--- config.mk ---
export PLATFORM = sky130hd
export DESIGN_NAME = ir_pulse_distance_transmitter_top
export DESIGN_NICKNAME = d
export VERILOG_FILES = /design/src/rtl/irpd_pkg.sv /design/src/rtl/irpd_front.sv /design/src/rtl/irpd_queue.sv /design/src/rtl/irpd_back.sv /design/src/rtl/ir_pulse_distance_transmitter_top.sv
export SDC_FILE = /design/constraint.sdc
export NUM_CORES = 1
export LEC_CHECK = 0
export BUFFER_PORTS_ARGS = -buffer_cell sky130_fd_sc_hd__buf_4
export CORE_MARGIN = 8
export CORE_UTILIZATION = 50
export DETAILED_ROUTE_END_ITERATION = 8
export PLACE_DENSITY = 0.7
export SYNTH_ARGS = -nofsm -noshare
export SYNTH_HDL_FRONTEND = slang
export SYNTH_HIERARCHICAL = 1
export SYNTH_SLANG_ARGS = --single-unit
--- constraint.sdc ---
create_clock -name clk -period 4.6 [get_ports clk]
set_clock_uncertainty 0.1 [all_clocks]
set_input_delay 0.92 -clock clk [delete_from_list [all_inputs] [get_ports clk]]
set_output_delay 0.92 -clock clk [all_outputs]
set_load 0.05 [all_outputs]
--- src/rtl/irpd_pkg.sv ---
// Shared types and constants for the infrared pulse-distance transmitter.
// No dependencies; the design files refer to this package by scoped names, the testbench imports it.
package irpd_pkg;

  // payload geometry
  localparam int unsigned MAX_BITS  = 64;
  localparam int unsigned COUNT_W   = $clog2(MAX_BITS + 1);
  localparam int unsigned BIT_IDX_W = $clog2(MAX_BITS);

  // configuration port geometry
  localparam int unsigned CFG_IDX_W  = 3;
  localparam int unsigned CFG_DATA_W = 20;

  // register indexes
  localparam logic [CFG_IDX_W-1:0] REG_START_MARK   = 3'd0;
  localparam logic [CFG_IDX_W-1:0] REG_MARK         = 3'd1;
  localparam logic [CFG_IDX_W-1:0] REG_SPACE_ZERO   = 3'd2;
  localparam logic [CFG_IDX_W-1:0] REG_SPACE_ONE    = 3'd3;
  localparam logic [CFG_IDX_W-1:0] REG_CARRIER_HALF = 3'd4;
  localparam logic [CFG_IDX_W-1:0] REG_REPEAT_GAP   = 3'd5;
  localparam logic [CFG_IDX_W-1:0] REG_REPEAT_TOTAL = 3'd6;

  // register reset values
  localparam logic [15:0] RST_START_MARK   = 16'd2200;
  localparam logic [15:0] RST_MARK         = 16'd750;
  localparam logic [15:0] RST_SPACE_ZERO   = 16'd750;
  localparam logic [15:0] RST_SPACE_ONE    = 16'd1500;
  localparam logic [7:0]  RST_CARRIER_HALF = 8'd13;
  localparam logic [19:0] RST_REPEAT_GAP   = 20'd100000;
  localparam logic [3:0]  RST_REPEAT_TOTAL = 4'd2;

  // input command codes
  localparam logic CMD_TICK = 1'b0;
  localparam logic CMD_SEND = 1'b1;

  typedef struct packed {
    logic                command;
    logic [63:0]         payload;
    logic [COUNT_W-1:0]  bit_count;
  } in_item_t;

  typedef struct packed {
    logic        ir_level;
    logic        busy_res;
    logic        done_res;
    logic        rejected;
    logic [31:0] sent_total;
  } out_item_t;

  // classified item handed from front to back
  typedef enum logic {
    OP_TICK = 1'b0,
    OP_SEND = 1'b1
  } op_kind_t;

  typedef struct packed {
    op_kind_t              kind;
    logic [MAX_BITS-1:0]   payload;
    logic [COUNT_W-1:0]    bit_count;
  } op_t;

endpackage

--- src/rtl/irpd_front.sv ---
// Front stage: accepts input items, decodes the command and saturates the bit count.
// Depends on irpd_pkg; feeds irpd_queue.
module irpd_front (
  input  logic               clk,
  input  logic               rst,
  input  logic               in_valid,
  output logic               in_ready,
  input  irpd_pkg::in_item_t in_item,
  output logic               op_valid,
  input  logic               op_ready,
  output irpd_pkg::op_t      op
);

  logic          held;
  irpd_pkg::op_t held_op;
  irpd_pkg::op_t op_next;

  // classify the incoming item
  always_comb begin
    op_next.kind    = (in_item.command == irpd_pkg::CMD_SEND) ? irpd_pkg::OP_SEND
                                                              : irpd_pkg::OP_TICK;
    op_next.payload = in_item.payload[irpd_pkg::MAX_BITS-1:0];
    if (in_item.bit_count > irpd_pkg::COUNT_W'(irpd_pkg::MAX_BITS)) begin
      op_next.bit_count = irpd_pkg::COUNT_W'(irpd_pkg::MAX_BITS);
    end else begin
      op_next.bit_count = in_item.bit_count;
    end
  end

  assign in_ready = !held || op_ready;
  assign op_valid = held;
  assign op       = held_op;

  // holding register
  always_ff @(posedge clk) begin
    if (rst) begin
      held <= 1'b0;
    end else if (in_ready) begin
      held <= in_valid;
    end
  end

  always_ff @(posedge clk) begin
    if (in_valid && in_ready) begin
      held_op <= op_next;
    end
  end

endmodule

--- src/rtl/irpd_queue.sv ---
// Two-entry queue between front and back so that each side stalls on its own.
// Depends on irpd_pkg for the item type.
module irpd_queue (
  input  logic          clk,
  input  logic          rst,
  input  logic          push_valid,
  output logic          push_ready,
  input  irpd_pkg::op_t push_op,
  output logic          pop_valid,
  input  logic          pop_ready,
  output irpd_pkg::op_t pop_op
);

  irpd_pkg::op_t entries [2];
  logic          wr_ptr;
  logic          rd_ptr;
  logic [1:0]    fill;
  logic          do_push;
  logic          do_pop;

  assign push_ready = (fill != 2'd2);
  assign pop_valid  = (fill != 2'd0);
  assign pop_op     = entries[rd_ptr];
  assign do_push    = push_valid && push_ready;
  assign do_pop     = pop_valid && pop_ready;

  // pointers and fill level
  always_ff @(posedge clk) begin
    if (rst) begin
      wr_ptr <= 1'b0;
      rd_ptr <= 1'b0;
      fill   <= 2'd0;
    end else begin
      if (do_push) begin
        wr_ptr <= ~wr_ptr;
      end
      if (do_pop) begin
        rd_ptr <= ~rd_ptr;
      end
      case ({do_push, do_pop})
        2'b10:   fill <= fill + 2'd1;
        2'b01:   fill <= fill - 2'd1;
        default: fill <= fill;
      endcase
    end
  end

  // storage
  always_ff @(posedge clk) begin
    if (do_push) begin
      entries[wr_ptr] <= push_op;
    end
  end

endmodule

--- src/rtl/irpd_back.sv ---
// Back end: configuration registers, transmit sequencer and output register.
// Depends on irpd_pkg; consumes items from irpd_queue.
module irpd_back (
  input  logic                                clk,
  input  logic                                rst,
  input  logic                                op_valid,
  output logic                                op_ready,
  input  irpd_pkg::op_t                       op,
  output logic                                out_valid,
  input  logic                                out_ready,
  output irpd_pkg::out_item_t                 out_item,
  input  logic                                cfg_valid,
  output logic                                cfg_ready,
  input  logic [irpd_pkg::CFG_IDX_W-1:0]      cfg_index,
  input  logic [irpd_pkg::CFG_DATA_W-1:0]     cfg_data
);

  typedef enum logic [4:0] {
    PH_IDLE  = 5'b00001,
    PH_START = 5'b00010,
    PH_SPACE = 5'b00100,
    PH_MARK  = 5'b01000,
    PH_GAP   = 5'b10000
  } phase_t;

  // configuration
  logic [15:0] start_mark_ticks;
  logic [15:0] mark_ticks;
  logic [15:0] space_zero_ticks;
  logic [15:0] space_one_ticks;
  logic [7:0]  carrier_half_ticks;
  logic [19:0] repeat_gap_ticks;
  logic [3:0]  repeat_total;

  // sequencer state
  phase_t                           phase, phase_next;
  logic [19:0]                      ticks_left, ticks_left_next;
  logic [7:0]                       carrier_count, carrier_count_next;
  logic                             carrier_level, carrier_level_next;
  logic [irpd_pkg::MAX_BITS-1:0]    shift_bits, shift_bits_next;
  logic [irpd_pkg::COUNT_W-1:0]     packet_bits, packet_bits_next;
  logic [irpd_pkg::COUNT_W-1:0]     bits_left, bits_left_next;
  logic [3:0]                       repeats_left, repeats_left_next;
  logic [31:0]                      sent_counter, sent_counter_next;

  logic                             pop;
  irpd_pkg::out_item_t              res;
  logic [irpd_pkg::COUNT_W-1:0]     bits_dec;
  logic [irpd_pkg::COUNT_W-1:0]     space_bits;
  logic [irpd_pkg::COUNT_W-1:0]     space_pos;
  logic [irpd_pkg::BIT_IDX_W-1:0]   space_idx;
  logic [15:0]                      space_raw;
  logic [19:0]                      space_len;
  logic [19:0]                      start_len;
  logic [19:0]                      mark_len;
  logic [19:0]                      ticks_dec;
  logic [7:0]                       count_inc;
  logic [3:0]                       reps_dec;
  logic                             do_space;
  logic                             do_end;
  logic                             do_packet;

  function automatic logic [19:0] at_least_one(input logic [15:0] v);
    logic [19:0] r;
    r = (v == 16'd0) ? 20'd1 : {4'd0, v};
    return r;
  endfunction

  assign cfg_ready = 1'b1;
  assign pop       = op_valid && (!out_valid || out_ready);
  assign op_ready  = !out_valid || out_ready;

  // configuration register file
  always_ff @(posedge clk) begin
    if (rst) begin
      start_mark_ticks   <= irpd_pkg::RST_START_MARK;
      mark_ticks         <= irpd_pkg::RST_MARK;
      space_zero_ticks   <= irpd_pkg::RST_SPACE_ZERO;
      space_one_ticks    <= irpd_pkg::RST_SPACE_ONE;
      carrier_half_ticks <= irpd_pkg::RST_CARRIER_HALF;
      repeat_gap_ticks   <= irpd_pkg::RST_REPEAT_GAP;
      repeat_total       <= irpd_pkg::RST_REPEAT_TOTAL;
    end else if (cfg_valid && cfg_ready) begin
      unique case (cfg_index)
        irpd_pkg::REG_START_MARK:   start_mark_ticks   <= cfg_data[15:0];
        irpd_pkg::REG_MARK:         mark_ticks         <= cfg_data[15:0];
        irpd_pkg::REG_SPACE_ZERO:   space_zero_ticks   <= cfg_data[15:0];
        irpd_pkg::REG_SPACE_ONE:    space_one_ticks    <= cfg_data[15:0];
        irpd_pkg::REG_CARRIER_HALF: carrier_half_ticks <= cfg_data[7:0];
        irpd_pkg::REG_REPEAT_GAP:   repeat_gap_ticks   <= cfg_data[19:0];
        irpd_pkg::REG_REPEAT_TOTAL: repeat_total       <= cfg_data[3:0];
        default: ;
      endcase
    end
  end

  // shared arithmetic for the step
  always_comb begin
    bits_dec   = bits_left - irpd_pkg::COUNT_W'(1);
    space_bits = (phase == PH_MARK) ? bits_dec : bits_left;
    space_pos  = space_bits - irpd_pkg::COUNT_W'(1);
    space_idx  = space_pos[irpd_pkg::BIT_IDX_W-1:0];
    space_raw  = shift_bits[space_idx] ? space_one_ticks : space_zero_ticks;
    space_len  = at_least_one(space_raw);
    start_len  = at_least_one(start_mark_ticks);
    mark_len   = at_least_one(mark_ticks);
    ticks_dec  = ticks_left - 20'd1;
    count_inc  = carrier_count + 8'd1;
    reps_dec   = repeats_left - 4'd1;
  end

  // one step of the sequencer per popped item
  always_comb begin
    phase_next         = phase;
    ticks_left_next    = ticks_left;
    carrier_count_next = carrier_count;
    carrier_level_next = carrier_level;
    shift_bits_next    = shift_bits;
    packet_bits_next   = packet_bits;
    bits_left_next     = bits_left;
    repeats_left_next  = repeats_left;
    sent_counter_next  = sent_counter;
    do_space           = 1'b0;
    do_end             = 1'b0;
    do_packet          = 1'b0;
    res                = '0;

    if (pop) begin
      if (op.kind == irpd_pkg::OP_SEND) begin
        res.busy_res = 1'b1;
        if (phase != PH_IDLE) begin
          res.rejected = 1'b1;
        end else begin
          shift_bits_next    = op.payload;
          packet_bits_next   = op.bit_count;
          bits_left_next     = op.bit_count;
          repeats_left_next  = (repeat_total == 4'd0) ? 4'd1 : repeat_total;
          phase_next         = PH_START;
          ticks_left_next    = start_len;
          carrier_count_next = 8'd0;
          carrier_level_next = 1'b0;
        end
      end else if (phase != PH_IDLE) begin
        res.busy_res = 1'b1;
        // carrier during marks
        if (phase == PH_START || phase == PH_MARK) begin
          res.ir_level = carrier_level;
          if (count_inc == carrier_half_ticks) begin
            carrier_level_next = ~carrier_level;
            carrier_count_next = 8'd0;
          end else begin
            carrier_count_next = count_inc;
          end
        end
        ticks_left_next = ticks_dec;
        // phase change when the count runs out
        if (ticks_dec == 20'd0) begin
          unique case (phase)
            PH_START: begin
              if (bits_left != '0) begin
                do_space = 1'b1;
              end else begin
                do_end = 1'b1;
              end
            end
            PH_SPACE: begin
              phase_next         = PH_MARK;
              ticks_left_next    = mark_len;
              carrier_count_next = 8'd0;
              carrier_level_next = 1'b0;
            end
            PH_MARK: begin
              bits_left_next = bits_dec;
              if (bits_dec != '0) begin
                do_space = 1'b1;
              end else begin
                do_end = 1'b1;
              end
            end
            default: do_packet = 1'b1;
          endcase
        end

        if (do_space) begin
          phase_next      = PH_SPACE;
          ticks_left_next = space_len;
        end

        // end of one packet
        if (do_end) begin
          repeats_left_next = reps_dec;
          if (reps_dec == 4'd0) begin
            phase_next        = PH_IDLE;
            ticks_left_next   = 20'd0;
            sent_counter_next = sent_counter + 32'd1;
            res.done_res      = 1'b1;
          end else if (repeat_gap_ticks == 20'd0) begin
            do_packet = 1'b1;
          end else begin
            phase_next      = PH_GAP;
            ticks_left_next = repeat_gap_ticks;
          end
        end

        if (do_packet) begin
          bits_left_next     = packet_bits;
          phase_next         = PH_START;
          ticks_left_next    = start_len;
          carrier_count_next = 8'd0;
          carrier_level_next = 1'b0;
        end
      end
    end
    res.sent_total = sent_counter_next;
  end

  // sequencer state registers
  always_ff @(posedge clk) begin
    if (rst) begin
      phase         <= PH_IDLE;
      ticks_left    <= 20'd0;
      carrier_count <= 8'd0;
      carrier_level <= 1'b0;
      shift_bits    <= '0;
      packet_bits   <= '0;
      bits_left     <= '0;
      repeats_left  <= 4'd0;
      sent_counter  <= 32'd0;
    end else begin
      phase         <= phase_next;
      ticks_left    <= ticks_left_next;
      carrier_count <= carrier_count_next;
      carrier_level <= carrier_level_next;
      shift_bits    <= shift_bits_next;
      packet_bits   <= packet_bits_next;
      bits_left     <= bits_left_next;
      repeats_left  <= repeats_left_next;
      sent_counter  <= sent_counter_next;
    end
  end

  // output register
  always_ff @(posedge clk) begin
    if (rst) begin
      out_valid <= 1'b0;
    end else if (op_ready) begin
      out_valid <= op_valid;
    end
  end

  always_ff @(posedge clk) begin
    if (pop) begin
      out_item <= res;
    end
  end

endmodule

--- src/rtl/ir_pulse_distance_transmitter_top.sv ---
// Infrared pulse-distance transmitter, one result item per input item.
// Path: input item to front holding register, queue entry, then back output register.
// Throughput: one item per cycle while out_ready allows; one sequencer step per item.
// Reset: synchronous, clears the queue and sequencer and loads register defaults.
// Depends on irpd_pkg, irpd_front, irpd_queue and irpd_back.
module ir_pulse_distance_transmitter_top (
  input  logic                                clk,
  input  logic                                rst,
  input  logic                                in_valid,
  output logic                                in_ready,
  input  irpd_pkg::in_item_t                  in_item,
  output logic                                out_valid,
  input  logic                                out_ready,
  output irpd_pkg::out_item_t                 out_item,
  input  logic                                cfg_valid,
  output logic                                cfg_ready,
  input  logic [irpd_pkg::CFG_IDX_W-1:0]      cfg_index,
  input  logic [irpd_pkg::CFG_DATA_W-1:0]     cfg_data
);

  logic          f_valid;
  logic          f_ready;
  irpd_pkg::op_t f_op;
  logic          q_valid;
  logic          q_ready;
  irpd_pkg::op_t q_op;

  // decode stage
  irpd_front u_front (
    .clk      (clk),
    .rst      (rst),
    .in_valid (in_valid),
    .in_ready (in_ready),
    .in_item  (in_item),
    .op_valid (f_valid),
    .op_ready (f_ready),
    .op       (f_op)
  );

  // decoupling queue
  irpd_queue u_queue (
    .clk        (clk),
    .rst        (rst),
    .push_valid (f_valid),
    .push_ready (f_ready),
    .push_op    (f_op),
    .pop_valid  (q_valid),
    .pop_ready  (q_ready),
    .pop_op     (q_op)
  );

  // sequencer
  irpd_back u_back (
    .clk       (clk),
    .rst       (rst),
    .op_valid  (q_valid),
    .op_ready  (q_ready),
    .op        (q_op),
    .out_valid (out_valid),
    .out_ready (out_ready),
    .out_item  (out_item),
    .cfg_valid (cfg_valid),
    .cfg_ready (cfg_ready),
    .cfg_index (cfg_index),
    .cfg_data  (cfg_data)
  );

endmodule

Word-level counts from Yosys, hierarchy flattened

Memories as Yosys holds them, arrays and structs flattened. A register that Yosys moved wholly into a read port is not among the register bits.
Index checks and enable logic that the tools add are counted.

Add/subtract/negate cells: 8
Order comparisons: 2
Equality and inequality tests: 15
Multiplexer cells: 90
Bitwise gates (word level): 6
Reduce and logical (&&, ||, !) cells: 37

Operator list:

| operator                                                             | number |
|---|---|
| 20-bit 2-to-1 mux                                                    | 10 |
| 32-bit 2-to-1 mux                                                    | 5 |
| 16-bit 2-to-1 mux                                                    | 4 |
| 8-bit 2-to-1 mux                                                     | 8 |
| 5-bit 2-to-1 mux                                                     | 10 |
| 16-bit logical NOT                                                   | 3 |
| 7-bit 2-to-1 mux                                                     | 6 |
| 20-bit logical NOT                                                   | 2 |
| 1-bit 2-to-1 mux                                                     | 37 |
| 32-bit by 1-bit adder with 32-bit output, second input constant      | 1 |
| 4-bit 2-to-1 mux                                                     | 5 |
| 20-bit by 1-bit subtractor with 20-bit output, second input constant | 1 |
| 2-bit AND reduction                                                  | 7 |
| 7-bit nonzero test                                                   | 2 |
| 3-bit == test, second input constant                                 | 3 |
| 3-bit OR reduction                                                   | 3 |
| 8-bit by 1-bit adder with 8-bit output, second input constant        | 1 |
| 8-bit == test                                                        | 1 |
| 4-bit logical NOT                                                    | 2 |
| 4-bit AND reduction                                                  | 2 |
| 2-bit nonzero test                                                   | 4 |
| 7-bit > comparator, second input constant                            | 1 |
| 6-bit by 7-bit < comparator with 1-bit output, second input constant | 1 |
| 7-bit by 1-bit subtractor with 7-bit output, second input constant   | 1 |
| other kinds (24)                                                     | 38 |

Register bits: 358
Memory bits (writable): 144
Bits of input ports: 100
Output and inout port bits: 39
Logic and storage cells: 188
Memories kept: 1

Memory list:

| name            | depth | bits a word | rd ports | clocked after memory_dff | write ports | line             | RTL |
|---|---|---|---|---|---|---|---|
| u_queue.entries | 2     | 72          | 1        | 1                        | 1           | irpd_queue.sv:14 | `irpd_pkg::op_t entries [2];` |

Logic depth before layout (Yosys ltp)

Depth in word-level cells: 15
Mapped depth: 20

Modules after synthesis

The synthesis kept the hierarchy.

By module, submodules not included:

| module     | times used | cells each | area an instance (µm²) | seq. area each (µm²) |
|---|---|---|---|---|
| irpd_back  | 1          | 1684       | 14036.0                | 5985.7 |
| irpd_queue | 1          | 248        | 5397.7                 | 4424.2 |
| irpd_front | 1          | 84         | 2258.4                 | 2182.1 |

Least setup slack after synthesis

OpenSTA, ideal clock, no wires.

Kind: register to register
Start point: register u_back/bits_left[0] (netlist bit)
End point: register u_back.ticks_left[11]
Library setup time: 0.115 ns
Arrival: 4.293 ns
Path slack: 0.093 ns
Stages on the path, launching flop included: 18
Clock period less this slack: 4.507 ns
Path through: dfxtp_1 -> buf_1 -> inv_1 -> clkbuf_1 -> ha_1 -> nor2_1 -> a21oi_1 -> ha_1 -> clkbuf_1 -> buf_1 -> mux4_2 -> o211ai_1 -> nand4_1 -> nand3_1 -> o21ai_0 -> o21ai_0 -> mux2_2 -> o21a_1

Word-level cells in the longest chain between the ends: 15

Ends and longest elaborated chain:

| item                                                                                            | line                               | RTL |
|---|---|---|
| start, declared                                                                                 | irpd_back.sv:42                    | `logic [irpd_pkg::COUNT_W-1:0] bits_left, bits_left_next;` |
| start signal, assigned                                                                          | irpd_back.sv:236                   | `bits_left <= bits_left_next;` |
| 7-bit by 1-bit subtractor with 7-bit output                                                     | irpd_back.sv:99                    | `bits_dec = bits_left - irpd_pkg::COUNT_W'(1);` |
| 7-bit 2-to-1 mux or 7-bit nonzero test (tied branches)                                          | --                                 |  |
| 6-bit by 1-bit subtractor with 6-bit output or 1-bit 2-to-1 mux (tied branches)                 | irpd_back.sv:101, irpd_back.sv:174 |  |
| 1-bit binary-select mux with 6-bit select or 1-bit case mux with 2 select lines (tied branches) | irpd_back.sv:103, irpd_back.sv:158 |  |
| 1-bit 2-to-1 mux, on equally long branches                                                      | irpd_back.sv:103, irpd_back.sv:157 |  |
| 16-bit 2-to-1 mux or 1-bit 2-to-1 mux (tied branches)                                           | irpd_back.sv:103, irpd_back.sv:143 |  |
| 16-bit logical NOT or 1-bit 2-to-1 mux (tied branches)                                          | irpd_back.sv:65, irpd_back.sv:129  |  |
| 16-bit 2-to-1 mux or 1-bit 2-to-1 mux (tied branches)                                           | irpd_back.sv:65, irpd_back.sv:128  |  |
| 20-bit 2-to-1 mux or 1-bit 2-to-1 mux (tied branches)                                           | irpd_back.sv:184, irpd_back.sv:190 |  |
| 20-bit 2-to-1 mux or 1-bit 2-to-1 mux (tied branches)                                           | irpd_back.sv:197, irpd_back.sv:143 |  |
| 20-bit 2-to-1 mux or 1-bit 2-to-1 mux (tied branches)                                           | irpd_back.sv:192, irpd_back.sv:129 |  |
| 20-bit 2-to-1 mux or 1-bit 2-to-1 mux (tied branches)                                           | irpd_back.sv:190, irpd_back.sv:128 |  |
| 20-bit 2-to-1 mux (*)                                                                           | irpd_back.sv:205                   | `if (do_packet) begin` |
| 20-bit 2-to-1 mux (*)                                                                           | irpd_back.sv:143                   | `end else if (phase != PH_IDLE) begin` |
| 20-bit 2-to-1 mux (*)                                                                           | irpd_back.sv:129                   | `if (op.kind == irpd_pkg::OP_SEND) begin` |
| end signal, assigned                                                                            | irpd_back.sv:231                   | `ticks_left <= ticks_left_next;` |
| end, declared                                                                                   | irpd_back.sv:37                    | `logic [19:0] ticks_left, ticks_left_next;` |

Mark *: on every way between the ends. The rest lies on a longest branch, timed or not. The select of a mux whose other input is x is not followed.
A chain may end at the register's enable or synchronous reset.

Worst setup path in the final report

Start point: register u_back.ticks_left[1]
End point: register u_back.ticks_left[11]

Word-level cells in the longest chain between the ends: 13

Ends and longest elaborated chain:

| item                                                  | line                               | RTL |
|---|---|---|
| 20-bit by 1-bit subtractor with 20-bit output (*)     | irpd_back.sv:107                   | `ticks_dec = ticks_left - 20'd1;` |
| 20-bit logical NOT                                    | irpd_back.sv:157                   | `if (ticks_dec == 20'd0) begin` |
| 1-bit 2-to-1 mux                                      | irpd_back.sv:157                   |  |
| 1-bit 2-to-1 mux                                      | irpd_back.sv:143                   |  |
| 1-bit 2-to-1 mux                                      | irpd_back.sv:129                   |  |
| 1-bit 2-to-1 mux                                      | irpd_back.sv:128                   | `if (pop) begin` |
| 20-bit 2-to-1 mux or 1-bit 2-to-1 mux (tied branches) | irpd_back.sv:184, irpd_back.sv:190 |  |
| 20-bit 2-to-1 mux or 1-bit 2-to-1 mux (tied branches) | irpd_back.sv:197, irpd_back.sv:143 |  |
| 20-bit 2-to-1 mux or 1-bit 2-to-1 mux (tied branches) | irpd_back.sv:192, irpd_back.sv:129 |  |
| 20-bit 2-to-1 mux or 1-bit 2-to-1 mux (tied branches) | irpd_back.sv:190, irpd_back.sv:128 |  |
| 20-bit 2-to-1 mux (*)                                 | irpd_back.sv:205                   |  |
| 20-bit 2-to-1 mux (*)                                 | irpd_back.sv:143                   |  |
| 20-bit 2-to-1 mux (*)                                 | irpd_back.sv:129                   |  |

Marks and branches as above.

==> metrics <==
status complete, no violations; post-synth cell types 82; area post-placement 23,300 sq um; total global routing track utilization 0.209; largest net degree at the start of global routing about 180; gpl congestion 0.936; ys flop type edfxtp_1; Synth area leader edfxtp_1; row cnt 76; ys async rst share 0; overall power 14.0 mW; Clock Tree Buf Depth 3; Starting Density 0.505; Seq/Total Area, Yosys 0.580; Die H 224 um; Worst Path Required 5.04 ns; DP HPWL about 37,000 um; vias per cell 5.69; initial antenna violation count 0; synthesized flop and latch total 503; number of flops mapped to enable cells by yosys ~250; crit path DAT 4.75 ns; minimum clock period after layout 4.32 ns; final setup fails 0; relative slew slack 0.248; fin nets 2,234; Synth Warn # 6; Startpoint Class flop; Fmax 232 MHz; Mapped Area 21,700 sq um; worst-margin pin slew about 1.1 ns; Post-Layout Inst Area 25,000 sq um; Final ANT Viol Nets 0; Setup CP Type flop to flop; Setup crit end kind flop; Top delay family on crit path simple AND/OR/NAND/NOR gates; Core Area 43,000 sq um; ant diodes 0; top cells by area, synth edfxtp_1 35%, dfxtp_1 23%, nand2_1 6.9%, a21oi_1 4.3%, mux2_2 3.8%; initial drt markers approximately 1,400; fin util 0.581; final worst path period share 0.939; final setup margin 0.282 ns; routed wire length roughly 54,000 um; DRT Pass-1 Iters 5; I/O Buffers 137; CTS tree built; per-cell routed wire length 19.5 um; CP bufs+invs 1; Register Area 12,600 sq um; Post-Syn Instances around 2,000; Hold Path Class flop to flop; share of cells above drive strength 1 0.183; Synth top area share 0.349; vias in the first global route around 15,000; RSZ-0062 raised after global routing false; pre-CTS setup slack 0.167 ns; Post-Route Setup TNS 0 ns; area delta synth->final 15.2%; via count 15,635; die area 50,300 sq um; CP max FO 13; slowest cell on the critical path and4b_1; count of pins over their slew limit 0; Die Width 224 um; clock slew at reported path FFs 0.06 ns; Post-Syn Nets 2,130; worst-path cell chain inv_1 > ha_1 > nor3b_1 > a21oi_1 > a2111oi_0 > nand4b_1 > and4b_1 > and2_1 > a211oi_1 > a211oi_1 > o21a_1; synthesized area per cell approximately 11 sq um; Clock Sink Count 503; count leader, synth nand2_1; Critical Path Max Stage Delay 0.62 ns; Residual DRC 0; fill count 3,590; max cap viols 0; first-pass GRT wire length 84,600 um; htree depth 2; I/O pin total 139; worst skew pair latency 0.61 ns; clock root buffer clkbuf_16; total gr overflow 0; Peak VDD IR 0.351 mV; Power Density around 560 nW/um^2; area of the multi-input gates around 8500 sq um; Final Hold Vio Count 0; Crit path top cell by count a211oi_1; Num CTS Buffers 52; Synth top cells by count 400 x nand2_1, 252 x edfxtp_1, 251 x dfxtp_1; Leak Pwr roughly 8.9 nW; post-cts hold buffer count 0
## per-layer routing
| metal | up-vias | GRT usage | part of all wire |
|---|---|---|---|
| met5 | - | 0 | 0 |
| met4 | 0 | 0.0747 | 0.029 |
| met3 | 88 | 0.0340 | 0.051 |
| met2 | 414 | 0.366 | 0.50 |
| met1 | 7649 | 0.261 | 0.42 |
| li1 | 7484 | - | - |
## layout by cell type (no fill, tap or decap), types with 23 or more instances in the layout
cell,Yosys,routed
nand2_1,400,399
edfxtp_1,252,252
dfxtp_1,251,250
a21oi_1,185,185
buf_4,3,173
nor2_1,83,81
mux2_2,74,74
clkbuf_16,0,53
o21ai_0,54,53
nor2b_1,46,46
nand3_1,41,41
xnor2_1,40,39
nand3b_1,37,37
xor2_1,31,31
nor4_1,30,29
nor3_1,27,26
mux4_2,24,24
inv_1,24,23
## area by class of cell
cell class	instances	share of cell area
multi-input cells	1363	0.342
clock buffers	62	0.0556
flip-flops and latches	503	0.504
inverters	25	0.00376
well taps	585	0.0293
clock inverters	33	0.0121
repair buffers	175	0.0532
## repair_timing
action                                  in CTS  in global routing
hold endpoints to repair                     0                  0
endpoints found under the setup margin       0                 11
gates resized for setup                      0                  4
buffers inserted                             0                  1
## flip-flops by register name, summed over array words and instances, names as in the netlist, 20 cells and up, named ones only
register	count
u_front/op	72
u_back/out_item	36
u_back/sent_counter	32
u_queue/entries	144
u_back/shift_bits	64
u_back/repeat_gap_ticks	20
u_back/ticks_left	20
## stage by stage
| step | instances | hold slack, ns |
|---|---|---|
| global route | 2746 | 0.347 |
| detailed placement | 2650 | 0.330 |
| global placement | 2650 | 0.324 |
| CTS | 2745 | 0.343 |
| finish | 2746 | 0.341 |
| floorplan | 2016 | 0.321 |
## kinds of logic (layout without fill, tap and decap cells)
| kind of cell | Yosys count | after routing | synth area share |
|---|---|---|---|
| AND/OR/NAND/NOR | 784 | 784 | 0.175 |
| flip-flops | 503 | 503 | 0.580 |
| AO/OA/AOI/OAI | 371 | 371 | 0.105 |
| buffers and inverters | 150 | 295 | 0.0273 |
| multiplexers | 120 | 120 | 0.0735 |
| XOR/XNOR | 73 | 73 | 0.0302 |
| adder cells (fa/ha/maj) | 14 | 14 | 0.00808 |
| other | 1 | 1 | 0.000173 |
## power breakdown
group          switching, mW  total (mW)  internal [mW]
Combinational           2.66        4.26           1.60
Clock                   1.74        4.12           2.38
Sequential             0.373        5.64           5.27
Total                   4.77        14.0           9.25
## worst paths after layout
check | startpoint | end | slack, ns | cells past startpoint
max | u_back/ticks_left[1]$_SDFFE_PP0P_ | u_back/ticks_left[11]$_SDFFE_PP0P_ | 0.28 | 11
min | u_front/op[10]$_DFFE_PP_ | u_queue/entries[0][10]$_DFFE_PP_ | 0.34 | 0
max reg2reg | u_back/ticks_left[1]$_SDFFE_PP0P_ | u_back/ticks_left[11]$_SDFFE_PP0P_ | 0.28 | 11
min reg2reg | u_front/op[10]$_DFFE_PP_ | u_queue/entries[0][10]$_DFFE_PP_ | 0.34 | 0
No activity file was read; power rests on OpenSTA's default activity.
